### src/hdl/lzrtp_pkg.sv
// package for the lz reference token parser
// word types, token kinds and character codes; no dependencies
`default_nettype none

package lzrtp_pkg;

   typedef struct packed {
      logic [7:0] code_byte;
      logic       last_byte;
   } req_type;

   typedef struct packed {
      logic [1:0]  token_kind;
      logic [7:0]  literal_value;
      logic [31:0] ref_source;
      logic [31:0] ref_count;
      logic [31:0] header_length;
   } rsp_type;

   localparam logic [1:0] KIND_HDR = 2'd0;
   localparam logic [1:0] KIND_LIT = 2'd1;
   localparam logic [1:0] KIND_REF = 2'd2;
   localparam logic [1:0] KIND_ERR = 2'd3;

   localparam logic [7:0] CH_OPEN  = 8'h7B;
   localparam logic [7:0] CH_CLOSE = 8'h7D;
   localparam logic [7:0] CH_COLON = 8'h3A;
   localparam logic [7:0] CH_COMMA = 8'h2C;
   localparam logic [7:0] CH_ZERO  = 8'h30;
   localparam logic [7:0] CH_NINE  = 8'h39;

endpackage

`default_nettype wire

### src/hdl/lzrtp_digit.sv
// decimal digit accumulate: acc * 10 + digit with overflow flag
// no package dependency
`default_nettype none

module lzrtp_digit #(
   parameter int POSITION_BITS = 32
) (
   input  wire logic [POSITION_BITS-1:0] acc,
   input  wire logic [7:0]               code_byte,
   output logic      [POSITION_BITS-1:0] sum,
   output logic                          overflow
);

   logic [POSITION_BITS+3:0] acc_x;
   logic [POSITION_BITS+3:0] total;

   always_comb begin
      acc_x = {4'b0, acc};
      // ascii digits carry their value in the low nibble
      total = (acc_x << 3) + (acc_x << 1) + {{POSITION_BITS{1'b0}}, code_byte[3:0]};
      sum = total[POSITION_BITS-1:0];
      overflow = |total[POSITION_BITS+3:POSITION_BITS];
   end

endmodule

`default_nettype wire

### src/hdl/lzrtp_parse.sv
// parse state machine: phase, number accumulator, held source, text length
// uses lzrtp_pkg and lzrtp_digit
`default_nettype none

module lzrtp_parse #(
   parameter int POSITION_BITS = 32
) (
   input  wire logic             clock,
   input  wire logic             reset,
   input  wire logic             step,
   input  wire lzrtp_pkg::req_type word,
   output lzrtp_pkg::rsp_type    tok,
   output logic                  tok_valid
);

   import lzrtp_pkg::*;

   localparam logic [2:0] PH_HDR  = 3'd0;
   localparam logic [2:0] PH_BODY = 3'd1;
   localparam logic [2:0] PH_OPEN = 3'd2;
   localparam logic [2:0] PH_SRC  = 3'd3;
   localparam logic [2:0] PH_NUM  = 3'd4;
   localparam logic [2:0] PH_ERR  = 3'd5;

   localparam logic [POSITION_BITS-1:0] POS_ZERO = '0;
   localparam logic [POSITION_BITS-1:0] POS_ONE  = POSITION_BITS'(1);

   logic [2:0]               phase_ff, phase_in;
   logic [POSITION_BITS-1:0] acc_ff, acc_in;
   logic [POSITION_BITS-1:0] src_ff, src_in;
   logic [POSITION_BITS-1:0] len_ff, len_in;

   logic [POSITION_BITS-1:0] acc_base;
   logic [POSITION_BITS-1:0] dig_sum;
   logic                     dig_ovf;
   logic                     is_dig;
   logic                     err;

   function automatic logic [31:0] fit32(input logic [POSITION_BITS-1:0] v);
      logic [POSITION_BITS+31:0] ext;
      ext = {32'b0, v};
      return ext[31:0];
   endfunction

   // a reference number restarts from zero on its first digit
   assign acc_base = (phase_ff == PH_OPEN) ? POS_ZERO : acc_ff;

   lzrtp_digit #(
      .POSITION_BITS(POSITION_BITS)
   ) u_digit (
      .acc      (acc_base),
      .code_byte(word.code_byte),
      .sum      (dig_sum),
      .overflow (dig_ovf)
   );

   always_comb begin
      is_dig    = (word.code_byte >= CH_ZERO) && (word.code_byte <= CH_NINE);
      phase_in  = phase_ff;
      acc_in    = acc_ff;
      src_in    = src_ff;
      len_in    = len_ff;
      err       = 1'b0;
      tok_valid = 1'b0;
      tok       = '0;

      unique case (phase_ff)
         PH_HDR: begin
            if (is_dig) begin
               if (dig_ovf) err = 1'b1;
               else acc_in = dig_sum;
            end else if (word.code_byte == CH_COLON) begin
               len_in = acc_ff;
               acc_in = POS_ZERO;
               tok.token_kind = KIND_HDR;
               tok.header_length = fit32(acc_ff);
               tok_valid = 1'b1;
               phase_in = PH_BODY;
            end else begin
               err = 1'b1;
            end
         end
         PH_BODY: begin
            if (word.code_byte == CH_OPEN) begin
               phase_in = PH_OPEN;
            end else begin
               tok.token_kind = KIND_LIT;
               tok.literal_value = word.code_byte;
               tok_valid = 1'b1;
            end
         end
         PH_OPEN: begin
            if (word.code_byte == CH_OPEN) begin
               tok.token_kind = KIND_LIT;
               tok.literal_value = word.code_byte;
               tok_valid = 1'b1;
               phase_in = PH_BODY;
            end else if (is_dig) begin
               if (dig_ovf) err = 1'b1;
               else acc_in = dig_sum;
               phase_in = PH_SRC;
            end else begin
               err = 1'b1;
            end
         end
         PH_SRC: begin
            if (is_dig) begin
               if (dig_ovf) err = 1'b1;
               else acc_in = dig_sum;
            end else if (word.code_byte == CH_COMMA) begin
               if (acc_ff == POS_ZERO || acc_ff > len_ff) begin
                  err = 1'b1;
               end else begin
                  src_in = acc_ff;
                  acc_in = POS_ZERO;
                  phase_in = PH_NUM;
               end
            end else begin
               err = 1'b1;
            end
         end
         PH_NUM: begin
            if (is_dig) begin
               if (dig_ovf) err = 1'b1;
               else acc_in = dig_sum;
            end else if (word.code_byte == CH_CLOSE && acc_ff != POS_ZERO) begin
               tok.token_kind = KIND_REF;
               tok.ref_source = fit32(src_ff - POS_ONE);
               tok.ref_count = fit32(acc_ff);
               tok_valid = 1'b1;
               acc_in = POS_ZERO;
               phase_in = PH_BODY;
            end else begin
               err = 1'b1;
            end
         end
         default: begin
            // error phase and unused codes swallow bytes
         end
      endcase

      if (err) begin
         tok = '0;
         tok.token_kind = KIND_ERR;
         tok_valid = 1'b1;
         phase_in = PH_ERR;
      end

      if (word.last_byte) begin
         // stream cut inside a number
         if (!tok_valid && (phase_in == PH_HDR || phase_in == PH_SRC || phase_in == PH_NUM))
         begin
            tok = '0;
            tok.token_kind = KIND_ERR;
            tok_valid = 1'b1;
         end
         phase_in = PH_HDR;
         acc_in = POS_ZERO;
         src_in = POS_ZERO;
         len_in = POS_ZERO;
      end
   end

   always_ff @(posedge clock) begin
      if (reset) begin
         phase_ff <= PH_HDR;
         acc_ff   <= POS_ZERO;
         src_ff   <= POS_ZERO;
         len_ff   <= POS_ZERO;
      end else if (step) begin
         phase_ff <= phase_in;
         acc_ff   <= acc_in;
         src_ff   <= src_in;
         len_ff   <= len_in;
      end
   end

   a_last_restarts: assert property (@(posedge clock) disable iff (reset)
      step && word.last_byte |=> phase_ff == PH_HDR && acc_ff == POS_ZERO && len_ff == POS_ZERO)
      else $error("parser not back in header phase after last word");

   a_err_silent: assert property (@(posedge clock) disable iff (reset)
      phase_ff == PH_ERR && !word.last_byte |-> !tok_valid)
      else $error("token produced in sticky error phase");

   a_ref_in_range: assert property (@(posedge clock) disable iff (reset)
      tok_valid && tok.token_kind == KIND_REF |-> src_ff != POS_ZERO && src_ff <= len_ff)
      else $error("back reference source outside text length");

endmodule

`default_nettype wire

### src/hdl/lz_reference_token_parser.sv
// top level of the lz reference token parser: input register, parser, result register
// uses lzrtp_pkg and lzrtp_parse
//
//   channel  | ports                          | direction | payload
//   req      | req_valid req_ready req_data   | in        | code_byte, last_byte
//   rsp      | rsp_valid rsp_ready rsp_data   | out       | token fields
//
// one word per cycle sustained while rsp takes tokens; a word waits in the input register
// and its token is written to the result register when the parser steps on that word
// the parser state update (times-ten accumulate and phase) sets the cycle
// synchronous reset clears both valid flags and the parse phase
// a stalled rsp holds back only words that produce a token; others still pass
`default_nettype none

module lz_reference_token_parser #(
   parameter int POSITION_BITS = 32
) (
   input  wire logic               clock,
   input  wire logic               reset,
   input  wire logic               req_valid,
   output logic                    req_ready,
   input  wire lzrtp_pkg::req_type req_data,
   output logic                    rsp_valid,
   input  wire logic               rsp_ready,
   output lzrtp_pkg::rsp_type      rsp_data
);

   import lzrtp_pkg::*;

   req_type s1_ff;
   logic    s1_valid_ff, s1_valid_in;
   rsp_type rsp_ff;
   logic    rsp_valid_ff, rsp_valid_in;

   rsp_type tok;
   logic    tok_valid;
   logic    out_free;
   logic    advance;
   logic    req_fire;

   lzrtp_parse #(
      .POSITION_BITS(POSITION_BITS)
   ) u_parse (
      .clock    (clock),
      .reset    (reset),
      .step     (advance),
      .word     (s1_ff),
      .tok      (tok),
      .tok_valid(tok_valid)
   );

   always_comb begin
      out_free  = !rsp_valid_ff || rsp_ready;
      advance   = s1_valid_ff && (!tok_valid || out_free);
      req_ready = !s1_valid_ff || advance;
      req_fire  = req_valid && req_ready;

      if (req_fire) s1_valid_in = 1'b1;
      else if (advance) s1_valid_in = 1'b0;
      else s1_valid_in = s1_valid_ff;

      if (advance && tok_valid) rsp_valid_in = 1'b1;
      else if (rsp_ready) rsp_valid_in = 1'b0;
      else rsp_valid_in = rsp_valid_ff;
   end

   always_ff @(posedge clock) begin
      if (reset) begin
         s1_valid_ff  <= 1'b0;
         rsp_valid_ff <= 1'b0;
      end else begin
         s1_valid_ff  <= s1_valid_in;
         rsp_valid_ff <= rsp_valid_in;
      end
   end

   always_ff @(posedge clock) begin
      if (req_fire) s1_ff <= req_data;
      if (advance && tok_valid) rsp_ff <= tok;
   end

   assign rsp_valid = rsp_valid_ff;
   assign rsp_data  = rsp_ff;

   a_hold_on_stall: assert property (@(posedge clock) disable iff (reset)
      s1_valid_ff && tok_valid && rsp_valid_ff && !rsp_ready |-> !req_ready && !advance)
      else $error("word advanced into a full result register");

   a_token_lands: assert property (@(posedge clock) disable iff (reset)
      advance && tok_valid |=> rsp_valid_ff)
      else $error("token lost on its way to the result register");

   a_word_held: assert property (@(posedge clock) disable iff (reset)
      req_valid && req_ready |=> s1_valid_ff)
      else $error("accepted word missing from input register");

endmodule

`default_nettype wire
### config.mk
export PLATFORM = sky130hd
export DESIGN_NAME = lz_reference_token_parser
export DESIGN_NICKNAME = d
export VERILOG_FILES = /design/src/hdl/lzrtp_pkg.sv /design/src/hdl/lzrtp_digit.sv /design/src/hdl/lzrtp_parse.sv /design/src/hdl/lz_reference_token_parser.sv
export SDC_FILE = /design/constraint.sdc
export NUM_CORES = 1
export LEC_CHECK = 0
export ABC_AREA = 1
export BUFFER_PORTS_ARGS = -buffer_cell sky130_fd_sc_hd__buf_2
export CORE_AREA = 4 4 116 228
export CTS_CLUSTER_SIZE = 20
export DETAILED_ROUTE_END_ITERATION = 7
export DIE_AREA = 0 0 120 232
export PLACE_DENSITY = 0.75
export SLEW_MARGIN = 5
export SYNTH_ARGS = -nofsm -noshare
export SYNTH_HDL_FRONTEND = slang
export SYNTH_SLANG_ARGS = --single-unit
### constraint.sdc
create_clock -name clock -period 16.02 [get_ports clock]
set_input_delay 0.801 -clock clock [delete_from_list [all_inputs] [get_ports clock]]
set_output_delay 0.801 -clock clock [all_outputs]
set_load 0.01 [all_outputs]
# Yosys cells after proc, flatten, opt, wreduce, memory -nomap -nowiden
# Cells that the tools add are included.
[word_totals]
register_bits = 216
input_bits = 13
out_inout_bits = 108
word_cells = 143
[op_classes]
add_sub_neg = 3
n_lt_le_gt_ge = 3
eq_ne = 18
mux = 75
n_reduce_logical = 31
[op_table]
columns = ["operator", "n"]
rows = [
  ["32-bit 2-to-1 mux", 24],
  ["106-bit 2-to-1 mux", 3],
  ["64-bit 2-to-1 mux", 3],
  ["32-bit one-hot mux with 4 select lines", 1],
  ["35-bit by 33-bit adder with 36-bit output", 1],
  ["36-bit by 4-bit adder with 36-bit output", 1],
  ["3-bit 2-to-1 mux", 12],
  ["32-bit > comparator", 1],
  ["32-bit logical NOT", 1],
  ["32-bit nonzero test", 1],
  ["32-bit by 1-bit subtractor with 32-bit output, second input constant", 1],
  ["1-bit 2-to-1 mux", 23],
  ["9-bit 2-to-1 mux", 2],
  ["8-bit by 6-bit equality test with 1-bit output, second input constant", 2],
  ["8-bit by 7-bit equality test with 1-bit output, second input constant", 2],
  ["8-bit one-hot mux with 2 select lines", 1],
  ["3-bit one-hot mux with 5 select lines", 1],
  ["4-bit by 2-bit inequality test with 1-bit output, second input constant", 3],
  ["2-bit nonzero test", 6],
  ["3-bit by 2-bit equality test with 1-bit output, second input constant", 3],
  ["8-bit by 6-bit greater-or-equal comparator with 1-bit output, second input constant", 1],
  ["8-bit by 6-bit less-or-equal comparator with 1-bit output, second input constant", 1],
  ["1-bit one-hot mux with 4 select lines", 2],
  ["8-bit AND reduction", 1],
  ["16 further kinds", 33],
]

# Depth between registers and ports, before layout
[logic_depth]
word_depth = 22
ltp_mapped = 32

# By module
# From an unflattened synthesis, not the netlist that was laid out.
[hier_totals]
cells_unflattened = 1796
hier_area_um2 = 13254.0
[by_module_without_submodules]
columns = ["module", "n_inst", "cells_per_inst", "area_each_um2", "seq_area_each_um2"]
rows = [
  ["lzrtp_parse", 1, 1187, 7019.2, 1981.9],
  ["lz_reference_token_parser", 1, 134, 3574.7, 3493.4],
  ["lzrtp_digit", 1, 475, 2660.1, 0.0],
]

# Worst setup path before layout
# No wires, ideal clock.
[synth_path]
kind = "flip-flop to flip-flop"
from = "register u_parse.phase_ff[2]"
to = "register rsp_ff, in the netlist rsp_data[0], enable pin"
setup_ns = 0.459
t_arrival_ns = 5.301
required_time_ns = 15.561
slack_ns = 10.260
stages_incl_launch_ff = 30
period_less_slack_ns = 5.760
path_cell_list = "dfxtp_1 > buf_2 > nor2_1 > nand2_1 > inv_1 > clkbuf_1 > nor2_1 > ha_1 > ha_1 > inv_1 > fa_1 > inv_1 > nand3_1 > nand2_1 > nand2_1 > nand2_1 > nand2_1 > nand2_1 > nand2_1 > nand2_1 > nand2_1 > nand2_1 > nor2_2 > nand3_1 > nand2_4 > nand3_4 > nand2_1 > inv_1 > nand3_1 > inv_1"
[synth_via]
elab_chain_len = 20
word_cells_on_any_way = 43
[synth_rtl]
columns = ["element", "line", "text"]
rows = [
  ["start, declared", "lzrtp_parse.sv:28", "logic [2:0] phase_ff, phase_in;"],
  ["start signal, assigned", "lzrtp_parse.sv:171", "phase_ff <= phase_in;"],
  ["3-bit by 2-bit equality test with 1-bit output", "lzrtp_parse.sv:46, lzrtp_parse.sv:67", ""],
  ["32-bit 2-to-1 mux", "lzrtp_parse.sv:46", "assign acc_base = (phase_ff == PH_OPEN) ? POS_ZERO : acc_ff;"],
  ["35-bit by 33-bit adder with 36-bit output", "lzrtp_digit.sv:20", "total = (acc_x << 3) + (acc_x << 1) + {{POSITION_BITS{1'b0}}, code_byte[3:0]};"],
  ["36-bit by 4-bit adder with 36-bit output", "lzrtp_digit.sv:20", ""],
  ["4-bit OR reduction", "lzrtp_digit.sv:22", "overflow = |total[POSITION_BITS+3:POSITION_BITS];"],
  ["1-bit 2-to-1 mux", "n/a", ""],
  ["1-bit 2-to-1 mux", "lzrtp_parse.sv:98", "end else if (is_dig) begin"],
  ["1-bit 2-to-1 mux", "lzrtp_parse.sv:93", "if (word.code_byte == CH_OPEN) begin"],
  ["(+3 left out)", "n/a", ""],
  ["1-bit logical OR (2 in a row)", "lzrtp_parse.sv:151", "if (!tok_valid && (phase_in == PH_HDR || phase_in == PH_SRC || phase_in == PH_NUM))"],
  ["1-bit logical AND", "lzrtp_parse.sv:151", ""],
  ["1-bit 2-to-1 mux", "lzrtp_parse.sv:151", ""],
  ["1-bit 2-to-1 mux *", "lzrtp_parse.sv:149", "if (word.last_byte) begin"],
  ["1-bit logical NOT", "lz_reference_token_parser.sv:54", "advance = s1_valid_ff && (!tok_valid || out_free);"],
  ["1-bit logical OR", "lz_reference_token_parser.sv:54", ""],
  ["1-bit logical AND", "lz_reference_token_parser.sv:54", ""],
  ["1-bit logical AND *", "lz_reference_token_parser.sv:79", "if (advance && tok_valid) rsp_ff <= tok;"],
  ["end signal, assigned", "lz_reference_token_parser.sv:79", ""],
  ["end, declared", "lz_reference_token_parser.sv:32", "rsp_type rsp_ff;"],
]
# Every way passes the cells marked *; elsewhere a longest branch is shown, timed or not.
# A chain may end at the register's enable or synchronous reset.

# Worst setup path after layout
[layout_path]
from = "register u_parse.phase_ff[2]"
to = "register u_parse.len_ff[18]"
[layout_via]
elab_chain_len = 20
word_cells_on_any_way = 44
[layout_rtl]
columns = ["element", "line", "text"]
rows = [
  ["3-bit by 2-bit equality test with 1-bit output", "lzrtp_parse.sv:46, lzrtp_parse.sv:67", ""],
  ["32-bit 2-to-1 mux", "lzrtp_parse.sv:46", ""],
  ["35-bit by 33-bit adder with 36-bit output", "lzrtp_digit.sv:20", ""],
  ["36-bit by 4-bit adder with 36-bit output", "lzrtp_digit.sv:20", ""],
  ["4-bit OR reduction", "lzrtp_digit.sv:22", ""],
  ["1-bit 2-to-1 mux", "n/a", ""],
  ["1-bit 2-to-1 mux", "lzrtp_parse.sv:98", ""],
  ["1-bit 2-to-1 mux", "lzrtp_parse.sv:93", ""],
  ["(+3 left out)", "n/a", ""],
  ["1-bit logical OR (2 in a row)", "lzrtp_parse.sv:151", ""],
  ["1-bit logical AND", "lzrtp_parse.sv:151", ""],
  ["1-bit 2-to-1 mux", "lzrtp_parse.sv:151", ""],
  ["1-bit 2-to-1 mux", "lzrtp_parse.sv:149", ""],
  ["1-bit logical NOT", "lz_reference_token_parser.sv:54", ""],
  ["1-bit logical OR", "lz_reference_token_parser.sv:54", ""],
  ["1-bit logical AND", "lz_reference_token_parser.sv:54", ""],
  ["4-bit AND reduction (no line) *", "n/a", ""],
  ["end signal, assigned", "lzrtp_parse.sv:174", "len_ff <= len_in;"],
  ["end, declared", "lzrtp_parse.sv:31", "logic [POSITION_BITS-1:0] len_ff, len_in;"],
]
# Marked as above.

==> key figures <==
Global routing
  • Global route overflow: 0
  • First-pass GRT wire length: 60100 microns
  • Gr usage total: 0.270
  • Vias in the first global route: 12200
  • Initial antenna violation count: 0
  • Largest net degree at the start of global routing: 100

STA
  • Clock Skew: 26.6 ps
  • Fin Setup TNS: 0 ps
  • Setup violators final: 0
  • Hold Violations, Final: 0
  • Worst slew pin tran: 1060 ps
  • Worst slew margin: 0.294
  • Min Tclk post-route: 6000 ps
  • Tcrit/Tclk final: 0.374
  • FMAX: 167 MHz
  • RSZ-0062 raised after global routing: false
  • Final Max Tran Viols: 0

Detailed routing
  • Routed WL: 37700 microns
  • Drt via density: 5.35
  • Post-DRT Antenna Nets: 0
  • DR iter-0 viols: 852
  • Remaining DRCs: 0
  • DR pass1 iterations: 5
  • Vias: 12400
  • Wire per inst: 16.3 microns

Min path
  • Hold Path Class: input pin to flip-flop
  • Worst Hold End: s1_ff[6]
  • Hold path depth: 1
  • HP Start: req_data[6]

Power and ir drop
  • Maximum vdd drop: 0.0804 mV
  • Pwr/cell area: 94.6 nW/um^2
  • Leak: 7.54 nW

Yosys
  • Netlist Area Pre-Place: 13600 sq um
  • Commonest cells post-synth: nand2_1 (481), nor2_1 (336), inv_1 (295), edfxtp_1 (115), dfxtp_1 (101)
  • Synth cell types: 43
  • Area leader, netlist: edfxtp_1
  • Yosys top cell area share: 0.253
  • Synth Area per Inst: 7.21 sq um
  • Synth Register Bits: 216
  • Warnings, synthesis: 0
  • Dominant cells by area after synthesis: edfxtp_1 (25%), dfxtp_1 (15%), nand2_1 (13%)
  • Fraction of registers with async set/reset: 0
  • Prevailing post-synth register cell: edfxtp_1
  • Post-synth net total: 2001
  • Sequential area share after synthesis: 0.402
  • Most numerous cell in the Yosys netlist: nand2_1
  • EDFF count, synth: 115
  • Syn Inst Count: 1891

Clocking
  • Root buffer cell: clkbuf_16
  • Inserted Clock Buffers: 21
  • CTS Hold Bufs: 0
  • Setup repair bufs after CTS: 0
  • Clock Pin Slew Worst Setup and Hold Paths: 70 ps
  • CTS tree: yes
  • Htree depth: 1
  • Number of clock sinks: 216
  • # resized after CTS: 0
  • Clk buf depth: 3
  • Worst-skew pair later-pin latency: 530 ps

Floorplan
  • Site row count: 81
  • IO Count: 121
  • Initial core utilization: 0.553
  • Die Wd: 120 microns
  • Die area: 27800 sq um
  • Core ar.: 24600 sq um
  • Die height: 232 microns

Final layout
  • Post-layout instance area: 15000 sq um
  • Area delta synth->final: 10.4%
  • Layout cells sized above 1: 0.0961
  • Number of diodes: 0
  • Layout net count: 2082
  • Fill cells: 2275
  • Util after Layout: 0.611

Placement
  • Cell Area, Placed: 14400 sq um
  • Placer Congestion: 1.04
  • Hpwl dp: 28300 microns
  • Number of port buffers: 120

Status
  • Outcome: finished clean

Worst setup path
  • CP dominant cell by count: nand2_1
  • Critical R2R Launch: u_parse.phase_ff[2]
  • R2r endpoint: u_parse.len_ff[18]
  • Crit path max fanout: 64
  • Startpoint types: flip-flop
  • CP arrival: 6410 ps
  • Critical Path Max Stage Delay: 760 ps
  • CP endpoint kind: flip-flop
  • Critical path's slowest cell: inv_1
  • R2R setup slack: 10020 ps
  • Reg2reg path depth: 27
  • Crit Path Category: flip-flop to flip-flop
  • WP data required: 16430 ps

Flow run
  • Max-cap viol count: 0
-- routing by layer --
metal | wire length, microns | part of all wire | vias up | track usage
met5 | 0 | 0 | - | 0
met4 | 3270 | 0.087 | 0 | 0.208
met3 | 1530 | 0.041 | 154 | 0.0239
met2 | 19700 | 0.52 | 372 | 0.500
met1 | 13200 | 0.35 | 5677 | 0.274
li1 | - | - | 6198 | -
-- worst max-delay path by stage --
| stage | start | to | slack, ps | cells past startpoint |
|---|---|---|---|---|
| after floorplan | u_parse.phase_ff[2] | rsp_data[0] | 10260 | 29 |
| after CTS | u_parse.phase_ff[2] | u_parse.len_ff[18] | 10090 | 27 |
| after global routing | u_parse.phase_ff[2] | rsp_data[67] | 9410 | 28 |
| after detailed placement | u_parse.phase_ff[2] | rsp_data[83] | 10130 | 28 |
| final | u_parse.phase_ff[2] | u_parse.len_ff[18] | 10020 | 27 |
| after global placement | u_parse.phase_ff[2] | u_parse.len_ff[29] | 10270 | 27 |
-- cells by family (layout without fill, tap and decap cells) --
group           count (synthesis)  in the layout  synth area share
fa+ha+maj                      97             97            0.0896
xor+xnor                       40             40            0.0257
flops                         216            216             0.402
compound gates                150            150            0.0594
simple gates                 1014           1014             0.315
buf+inv                       374            470             0.109
-- state kept, by name, summed over array words and instances, names as in the netlist --
signal / cells
u_parse.acc_ff: 32
u_parse.len_ff: 32
s1_valid_ff: 1
u_parse.phase_ff: 3
rsp_valid: 1
s1_ff: 9
u_parse.src_ff: 32
rsp_data: 106
-- layout make-up --
type	count	area (sq um)	area share
clock buffer	23	533	0.0354
multi-input combinational	1301	6680	0.444
tap	332	415	0.0276
timing repair buffer	131	683	0.0454
inverter	301	1130	0.0753
clock inverter	15	128	0.00848
sequential	216	5480	0.364
-- critical path, delay by kind of cell, from the launching register on --
| family | cells | cell delay, ps |
|---|---|---|
| AND/OR/NAND/NOR | 20 | 2990 |
| adder cells (fa/ha/maj) | 3 | 900 |
| flip-flops | 1 | 370 |
| buffers and inverters | 4 | 1510 |
-- power by group --
| group | switching (mW) | total, mW | internal [mW] |
|---|---|---|---|
| registers | 0.0184 | 0.630 | 0.611 |
| clock network | 0.228 | 0.491 | 0.263 |
| logic | 0.208 | 0.303 | 0.0959 |
-- stage by stage --
stage	power (mW)	std cells	hold WS (ps)	setup WS, ps
after floorplan	0.862	1891	480	10260
after global placement	0.933	2281	501	10270
after detailed placement	0.941	2281	514	10130
after CTS	1.43	2319	429	10090
after global routing	1.50	2319	437	9410
final	1.42	2319	450	10020
-- cells in the final DEF, fill, tap and decap left out, drive strengths merged, types with 4 or more instances in the layout --
master	netlist	routed
nand2	486	486
nor2	339	339
inv	300	307
buf	42	131
edfxtp	115	115
dfxtp	101	101
nand4	100	100
ha	96	96
a21oi	91	91
nand3	46	46
o21ai	36	36
xor2	31	31
nor3	23	23
clkbuf	31	23
nor4	9	9
xnor2	9	9
clkinv	1	7
o21bai	5	5
a211oi	5	5
a31oi	4	4
(Power assumes the default switching activity.)
